===== src/sv/cta_pkg.sv =====
// Shared types, constants and month-length function for the time-zone adjust block.
`default_nettype none

package cta_pkg;

  localparam int unsigned YearW   = 14;
  localparam int unsigned LYearW  = 15;
  localparam int unsigned MonthW  = 4;
  localparam int unsigned DayW    = 5;
  localparam int unsigned HourW   = 5;
  localparam int unsigned OffW    = 5;
  localparam int unsigned SumW    = 7;   // hour plus signed offset, -16..46

  localparam int unsigned InDataW  = 32;
  localparam int unsigned OutDataW = 32;

  // Month numbers used by the carry/borrow logic
  localparam logic [MonthW-1:0] MONTH_JAN = 4'd1;
  localparam logic [MonthW-1:0] MONTH_FEB = 4'd2;
  localparam logic [MonthW-1:0] MONTH_MAR = 4'd3;
  localparam logic [MonthW-1:0] MONTH_APR = 4'd4;
  localparam logic [MonthW-1:0] MONTH_MAY = 4'd5;
  localparam logic [MonthW-1:0] MONTH_JUN = 4'd6;
  localparam logic [MonthW-1:0] MONTH_JUL = 4'd7;
  localparam logic [MonthW-1:0] MONTH_AUG = 4'd8;
  localparam logic [MonthW-1:0] MONTH_SEP = 4'd9;
  localparam logic [MonthW-1:0] MONTH_OCT = 4'd10;
  localparam logic [MonthW-1:0] MONTH_NOV = 4'd11;
  localparam logic [MonthW-1:0] MONTH_DEC = 4'd12;

  localparam logic [DayW-1:0] DAYS_31   = 5'd31;
  localparam logic [DayW-1:0] DAYS_30   = 5'd30;
  localparam logic [DayW-1:0] DAYS_29   = 5'd29;
  localparam logic [DayW-1:0] DAYS_28   = 5'd28;
  localparam logic [SumW-1:0] HOURS_DAY = 7'sd24;

  // Divisibility by 25 via the modular inverse: y*inv mod 2^14 <= (2^14-1)/25
  localparam logic [YearW-1:0] INV25_MOD = 14'd7209;
  localparam logic [YearW-1:0] DIV25_MAX = 14'd655;

  typedef struct packed {
    logic [HourW-1:0]  hour;
    logic [DayW-1:0]   day;
    logic [MonthW-1:0] month;
    logic [YearW-1:0]  year;
  } utc_item_t;

  typedef struct packed {
    logic [HourW-1:0]  hour;
    logic [DayW-1:0]   day;
    logic [MonthW-1:0] month;
    logic [LYearW-1:0] year;
  } local_item_t;

  // Gregorian month length; months outside 1..12 count as 30 days
  function automatic logic [DayW-1:0] month_days(input logic [MonthW-1:0] m,
                                                 input logic leap);
    logic [DayW-1:0] n;
    case (m)
      MONTH_JAN, MONTH_MAR, MONTH_MAY, MONTH_JUL,
      MONTH_AUG, MONTH_OCT, MONTH_DEC: n = DAYS_31;
      MONTH_FEB:                       n = leap ? DAYS_29 : DAYS_28;
      default:                         n = DAYS_30;
    endcase
    return n;
  endfunction

endpackage

`default_nettype wire


===== src/sv/cta_leap_detect.sv =====
// Gregorian leap-year detection for a 14-bit year without a divider.
`default_nettype none

module cta_leap_detect import cta_pkg::*; (
  input  wire logic [YearW-1:0] year_i,
  output logic                  leap_o
);

  logic [YearW-1:0] prod;
  logic             div25;
  logic             div4;
  logic             div16;

  // multiply by inverse of 25 mod 2^14, divisible iff product stays small
  assign prod  = YearW'(year_i * INV25_MOD);
  assign div25 = (prod <= DIV25_MAX);
  assign div4  = (year_i[1:0] == 2'd0);
  assign div16 = (year_i[3:0] == 4'd0);

  // div 400 = div16 & div25; div 4 and not div 100 = div4 & !div25
  assign leap_o = div4 && (!div25 || div16);

endmodule

`default_nettype wire


===== src/sv/cta_adjust.sv =====
// Hour offset, day carry/borrow, month and year roll for one UTC item.
`default_nettype none

module cta_adjust import cta_pkg::*; (
  input  wire utc_item_t         item_i,
  input  wire logic [OffW-1:0]   offset_i,
  output local_item_t            result_o
);

  logic signed [SumW-1:0] hour_sum;
  logic                   wrap_fwd;
  logic                   wrap_back;
  logic                   leap;
  logic [DayW-1:0]        len_cur;
  logic [DayW-1:0]        len_prev;
  logic [DayW:0]          day_inc;
  logic                   carry;
  logic                   borrow;
  logic [MonthW-1:0]      month_next;
  logic [MonthW-1:0]      month_prev;
  logic                   year_inc;
  logic                   year_dec;
  logic [LYearW-1:0]      year_ext;
  logic [SumW-1:0]        hour_adj;

  cta_leap_detect u_leap (
    .year_i (item_i.year),
    .leap_o (leap)
  );

  // hour plus sign-extended offset
  assign hour_sum  = $signed({2'b00, item_i.hour}) +
                     $signed({{(SumW-OffW){offset_i[OffW-1]}}, offset_i});
  assign wrap_fwd  = (hour_sum >= $signed(HOURS_DAY));
  assign wrap_back = hour_sum[SumW-1];

  // forward day step
  assign len_cur = month_days(item_i.month, leap);
  assign day_inc = {1'b0, item_i.day} + 6'd1;
  assign carry   = (day_inc > {1'b0, len_cur});
  assign year_inc   = (item_i.month >= MONTH_DEC);
  assign month_next = year_inc ? MONTH_JAN : item_i.month + 4'd1;

  // backward day step; a borrow into December never needs the leap flag
  assign borrow     = (item_i.day <= 5'd1);
  assign year_dec   = (item_i.month <= MONTH_JAN);
  assign month_prev = year_dec ? MONTH_DEC : item_i.month - 4'd1;
  assign len_prev   = month_days(month_prev, leap);

  assign year_ext = {1'b0, item_i.year};

  always_comb begin
    result_o.year  = year_ext;
    result_o.month = item_i.month;
    result_o.day   = item_i.day;
    hour_adj       = hour_sum;
    if (wrap_fwd) begin
      hour_adj = hour_sum - HOURS_DAY;
      if (carry) begin
        result_o.day   = 5'd1;
        result_o.month = month_next;
        if (year_inc) begin
          result_o.year = year_ext + 15'd1;
        end
      end else begin
        result_o.day = day_inc[DayW-1:0];
      end
    end else if (wrap_back) begin
      hour_adj = hour_sum + HOURS_DAY;
      if (borrow) begin
        result_o.month = month_prev;
        result_o.day   = len_prev;
        if (year_dec) begin
          result_o.year = year_ext - 15'd1;
        end
      end else begin
        result_o.day = item_i.day - 5'd1;
      end
    end
    result_o.hour = hour_adj[HourW-1:0];
  end

endmodule

`default_nettype wire


===== src/sv/calendar_timezone_adjust_unit.sv =====
// Top level: offset register, input register, adjust logic and result register.
// An input transfer is held in the input register, then in the result register.
// Throughput: one item per cycle; the input stage also loads while it is empty, so the
// only limit is the downstream tready, which feeds back combinationally to s_axis_tready.
// Reset: rst_ni (async, low) empties both stages and sets the offset to 0 hours.
`default_nettype none

module calendar_timezone_adjust_unit import cta_pkg::*; (
  input  wire logic                clk_i,
  input  wire logic                rst_ni,
  // configuration
  input  wire logic                cfg_we_i,
  input  wire logic [OffW-1:0]     cfg_wdata_i,    // tz_offset_hours, signed
  // input stream
  input  wire logic                s_axis_tvalid,
  output logic                     s_axis_tready,
  input  wire logic [InDataW-1:0]  s_axis_tdata,   // utc_year[13:0] utc_month[17:14]
                                                   // utc_day[22:18] utc_hour[27:23]
  // result stream
  output logic                     m_axis_tvalid,
  input  wire logic                m_axis_tready,
  output logic [OutDataW-1:0]      m_axis_tdata    // local_year[14:0] local_month[18:15]
                                                   // local_day[23:19] local_hour[28:24]
);

  logic [OffW-1:0] tz_offset_q;
  logic            in_valid_q;
  utc_item_t       in_q;
  logic            out_valid_q;
  local_item_t     out_q;
  local_item_t     result;
  logic            out_load;
  logic            in_load;

  // offset register
  always_ff @(posedge clk_i or negedge rst_ni) begin
    if (!rst_ni) begin
      tz_offset_q <= '0;
    end else if (cfg_we_i) begin
      tz_offset_q <= cfg_wdata_i;
    end
  end

  // stage handshakes
  assign out_load      = !out_valid_q || m_axis_tready;
  assign in_load       = !in_valid_q || out_load;
  assign s_axis_tready = in_load;

  // input register
  always_ff @(posedge clk_i or negedge rst_ni) begin
    if (!rst_ni) begin
      in_valid_q <= 1'b0;
    end else if (in_load) begin
      in_valid_q <= s_axis_tvalid;
    end
  end

  always_ff @(posedge clk_i) begin
    if (in_load && s_axis_tvalid) begin
      in_q <= s_axis_tdata[$bits(utc_item_t)-1:0];
    end
  end

  cta_adjust u_adjust (
    .item_i   (in_q),
    .offset_i (tz_offset_q),
    .result_o (result)
  );

  // result register
  always_ff @(posedge clk_i or negedge rst_ni) begin
    if (!rst_ni) begin
      out_valid_q <= 1'b0;
    end else if (out_load) begin
      out_valid_q <= in_valid_q;
    end
  end

  always_ff @(posedge clk_i) begin
    if (out_load && in_valid_q) begin
      out_q <= result;
    end
  end

  assign m_axis_tvalid = out_valid_q;
  assign m_axis_tdata  = {{(OutDataW-$bits(local_item_t)){1'b0}}, out_q};

  // adjusted hour always lands in 0..23 after the single wrap
  a_hour_range: assert property (@(posedge clk_i) disable iff (!rst_ni)
    m_axis_tvalid |-> (out_q.hour < 5'd24))
    else $error("local hour out of range");

  // an empty input stage never stalls the slave side
  a_ready_empty: assert property (@(posedge clk_i) disable iff (!rst_ni)
    !in_valid_q |-> s_axis_tready)
    else $error("input stage empty but not ready");

  // an item moving out of the input stage shows up as a result next cycle
  a_advance: assert property (@(posedge clk_i) disable iff (!rst_ni)
    (in_valid_q && out_load) |=> m_axis_tvalid)
    else $error("item lost between stages");

  // a blocked input stage holds its item
  a_hold: assert property (@(posedge clk_i) disable iff (!rst_ni)
    (in_valid_q && !out_load) |=> (in_valid_q && $stable(in_q)))
    else $error("input stage changed while blocked");

endmodule

`default_nettype wire

===== config.mk =====
export PLATFORM = sky130hd
export DESIGN_NAME = calendar_timezone_adjust_unit
export DESIGN_NICKNAME = d
export VERILOG_FILES = /design/src/sv/cta_pkg.sv /design/src/sv/cta_leap_detect.sv /design/src/sv/cta_adjust.sv /design/src/sv/calendar_timezone_adjust_unit.sv
export SDC_FILE = /design/constraint.sdc
export NUM_CORES = 1
export LEC_CHECK = 0
export BUFFER_PORTS_ARGS = -buffer_cell sky130_fd_sc_hd__buf_2
export CORE_MARGIN = 5
export CORE_UTILIZATION = 49
export DETAILED_ROUTE_END_ITERATION = 7
export PLACE_DENSITY = 0.78
export SYNTH_ARGS = -nofsm -noshare
export SYNTH_HDL_FRONTEND = slang
export SYNTH_SLANG_ARGS = --single-unit

===== constraint.sdc =====
create_clock -name clk_i -period 17.9 [get_ports clk_i]
set_clock_uncertainty 0.15 [all_clocks]
set_input_delay 1.79 -clock clk_i [delete_from_list [all_inputs] [get_ports clk_i]]
set_output_delay 1.79 -clock clk_i [all_outputs]
set_load 0.005 [all_outputs]

==> reports/summary.log <==
[outcome] status finished, final reports clean
[timing] Final min period 7.53 ns
[timing] Slew Viols, Final 0
[floorplan] area enclosed by the die boundary 0.0120 sq mm
[power_and_ir_drop] switching share of total power 33.9%
[critical_path] Register-to-Register Setup Slack 10.37 ns
[timing] setup repair after global routing missed its margin false
[timing] pin slew with the least headroom to its limit 1.18 ns
[power_and_ir_drop] Cell Int Power 0.334 mW
[floorplan] die height 109 um
[critical_path] FF-to-FF End m_axis_tdata[12]
[critical_path] critical path class reg -> reg
[route] total DRC errors in the routed layout 0
[final_layout] fraction of final layout cells with drive strength greater than 1 20.2%
[power_and_ir_drop] standby leakage power 2.33 nW
[final_layout] synthesis-to-layout area growth 14.1%
[clocking] postcts setup bufs 0
[synth] flip-flop and latch count after synthesis 64
[timing] final hold violation count 0
[placed_design] Post-Place Setup Slack 10.50 ns
[clocking] count of clock tree sinks 64
[synth] number of synthesized flops with an enable pin 57
[critical_path] capturing element type of the critical path register
[synth] number of instances in the synthesized netlist 451
[route] iteration count of the initial detailed-routing pass 5
[route] routed wire length 10.3 mm
[hold_path] start point of the worst min-delay path in_valid_q
[power_and_ir_drop] proportion of power drawn by combinational gates 35.0%
[clocking] clock insertion delay at the later pin of the skew report 0.35 ns
[clocking] clock tree from TritonCTS yes
[hold_path] Min-Delay Path Depth 1
[hold_path] Worst Hold Class reg -> reg
[synth] total standard cell area after synthesis 0.00485 sq mm
[route] count of nets left with antenna violations after detail routing 0
[global_routing] pin count of the biggest net entering global routing 30
[clocking] cts hold-fix bufs 0
[clocking] clock slew seen by the registers of the worst setup and hold paths 0.08 ns
[timing] crit path setup slack, layout 10.37 ns
[route] DR vias 3719
[placed_design] Routability Congestion 0.855
[final_layout] top library cells by usage in the layout, fill and taps aside buf_2, ha_1, edfxtp_1, inv_1, xnor2_1
[synth] number of warnings issued by yosys 0
[floorplan] I/O pin total 76
[timing] crit share post-route 42.1%
[synth] mean instance size in the synthesized netlist 10.7 sq um
[critical_path] kind of start point of the critical path register
[clocking] buffers from clock root to sink, at most 2
[timing] setup violation total in the final timing report 0
[final_layout] number of inserted filler cells in the final layout 854
[synth] number of different library cells in the post-synthesis netlist 75
[route] initial DRC count 212
[final_layout] Final #Nets 631
[floorplan] Site Rows 36
[critical_path] required arrival time at the worst endpoint 17.85 ns
[synth] Synth area leader edfxtp_1
[power_and_ir_drop] total power density per cell area 91.3 mW/mm^2
[timing] setup total negative slack 0 ns
[power_and_ir_drop] clock group share of total power 26.8%
[critical_path] cells on worst reg2reg path 22
[power_and_ir_drop] switching power summed over all nets 0.171 mW
[synth] proportion of synthesized flip-flops having asynchronous set or reset 10.9%
[global_routing] GRT Total Usage 17.9%
[route] post-DR vias/cell 5.66
[synth] dominant register cell in the synthesized netlist edfxtp_1
[final_layout] Core Util, Final 56.8%
[power_and_ir_drop] fraction of power consumed by sequential logic 38.2%
[final_layout] total inserted antenna cells 0
[placed_design] IO Port Bufs 68
[clocking] post-cts repair resize count 0
[timing] highest attainable clock frequency 0.133 GHz
[placed_design] post-DP HPWL 7.82 mm
[job] max-cap viol count 0
[clocking] Clock Root Buffer clkbuf_8
[global_routing] antenna violations before repair 0
[floorplan] Core ar. 0.00973 sq mm
[route] Routed wire per std cell 15.6 um
[global_routing] wire length of the first global-routing pass 16.8 mm
[critical_path] origin of the critical flop-to-flop path in_q[0]
[hold_path] end point of the worst hold path m_axis_tvalid
[synth] sequential share of the synthesized area 38.9%
[clocking] total number of H-tree levels 3
[synth] Yosys top cell area share 35.3%
[floorplan] Die Span X 109 um
[global_routing] via count of the first global-routing pass 3582
[critical_path] critical path fanouts, max 12
[synth] largest cells by area after synthesis edfxtp_1, ha_1, fa_1, xnor2_1, dfrtp_1
[critical_path] data arrival time of the critical path 7.48 ns
[power_and_ir_drop] maximum ir drop on the vdd rail 0.0546 mV
[timing] relative slew slack 21.3%
[clocking] CTS Buf Count 9
[floorplan] effective utilization at floorplan 49.8%
[final_layout] leading cell type in the layout, fill and taps excluded buf_2
[global_routing] total congestion overflow 0
## worst max-delay path by stage
stage | end | startpoint | slack [ns]
2_1_floorplan | m_axis_tdata[19] | in_q[0] | 11.57
3_3_place_gp | m_axis_tdata[6] | in_q[0] | 10.59
3_5_place_dp | m_axis_tdata[12] | in_q[0] | 10.50
4_1_cts | m_axis_tdata[12] | in_q[0] | 10.47
5_1_grt | m_axis_tdata[6] | in_q[2] | 9.99
6_report | m_axis_tdata[12] | in_q[0] | 10.37
## synthesized netlist by cell type (all sizes together) (7+ instances only)
| library cell | n |
|---|---|
| o21ai | 24 |
| nor2 | 24 |
| ha | 58 |
| nand3 | 15 |
| a31oi | 7 |
| clkbuf | 7 |
| dfrtp | 7 |
| edfxtp | 57 |
| buf | 10 |
| nor3 | 16 |
| inv | 44 |
| nand2 | 20 |
| fa | 12 |
| a21oi | 18 |
| xnor2 | 28 |
## flip-flops by register name, summed over array words and instances (netlist names)
name           flops
tz_offset_q        5
m_axis_tvalid      1
m_axis_tdata      29
in_valid_q         1
in_q              28
## through the flow
stage               area [sq um]  power, mW  hold slack [ns]  instances
finish                      5530      0.505            0.344        657
floorplan                   4850      0.328            0.299        453
detailed placement          5300      0.371            0.340        641
CTS                         5530      0.509            0.340        657
global placement            5300      0.363            0.318        641
global route                5530      0.541            0.382        657
## cell type report
class                   instances  area [sq um]  share of cell area [%]
clock buffers                  12           199                    3.60
clock inverters                 4          30.0                   0.543
inverters                      44           165                    2.99
multi-input cells             328          2710                    49.0
flip-flops and latches         64          1890                    34.1
well taps                     133           166                    3.01
repair buffers                 72           370                    6.70
## power groups by stage
stage / Combinational, mW / Clock [mW] / Sequential (mW)
3_3_place_gp: 0.168 / 0 / 0.195
5_1_grt: 0.201 / 0.145 / 0.195
3_5_place_dp: 0.175 / 0 / 0.196
6_report: 0.177 / 0.135 / 0.193
4_1_cts: 0.177 / 0.139 / 0.193
2_1_floorplan: 0.136 / 0 / 0.192
## kinds of logic (layout without fill, tap and decap cells)
group | Yosys count | after routing | share of synthesized area (%)
multiplexers | 6 | 6 | 1.32
AO/OA/AOI/OAI | 94 | 94 | 14.6
AND/OR/NAND/NOR | 123 | 123 | 13.7
adder cells (fa/ha/maj) | 70 | 70 | 19.9
XOR/XNOR | 32 | 32 | 6.09
buffers and inverters | 61 | 132 | 5.29
flip-flops | 64 | 64 | 38.9
other | 1 | 3 | 0.0774
## worst max-delay path: stages (launching register included)
cell and delay, ns:
edfxtp_1 0.57, fa_1 0.60, ha_1 0.22, ha_1 0.27, inv_1 0.05, fa_1 0.50, fa_1 0.55, inv_1 0.05
ha_1 0.33, nor3b_1 0.16, a2111oi_0 0.42, o221ai_1 0.17, nor4_1 0.36, nand2_1 0.10, a31o_2 0.25, ha_1 0.18
nor2b_1 0.16, nor2_1 0.08, o311ai_1 0.27, nand4_1 0.61, nor4_2 0.82, a32oi_1 0.24, xnor2_1 0.19
## layer usage
metal | up-vias | wire length (um) | share of wire [%] | global-route usage (%)
met5 | - | 0 | 0 | 0
met4 | 0 | 229 | 2.2 | 6.23
met3 | 23 | 771 | 7.5 | 4.64
met2 | 143 | 4670 | 45 | 28.1
met1 | 1771 | 4600 | 45 | 24.1
li1 | 1782 | - | - | -
Power figures use the tool's default switching activity.
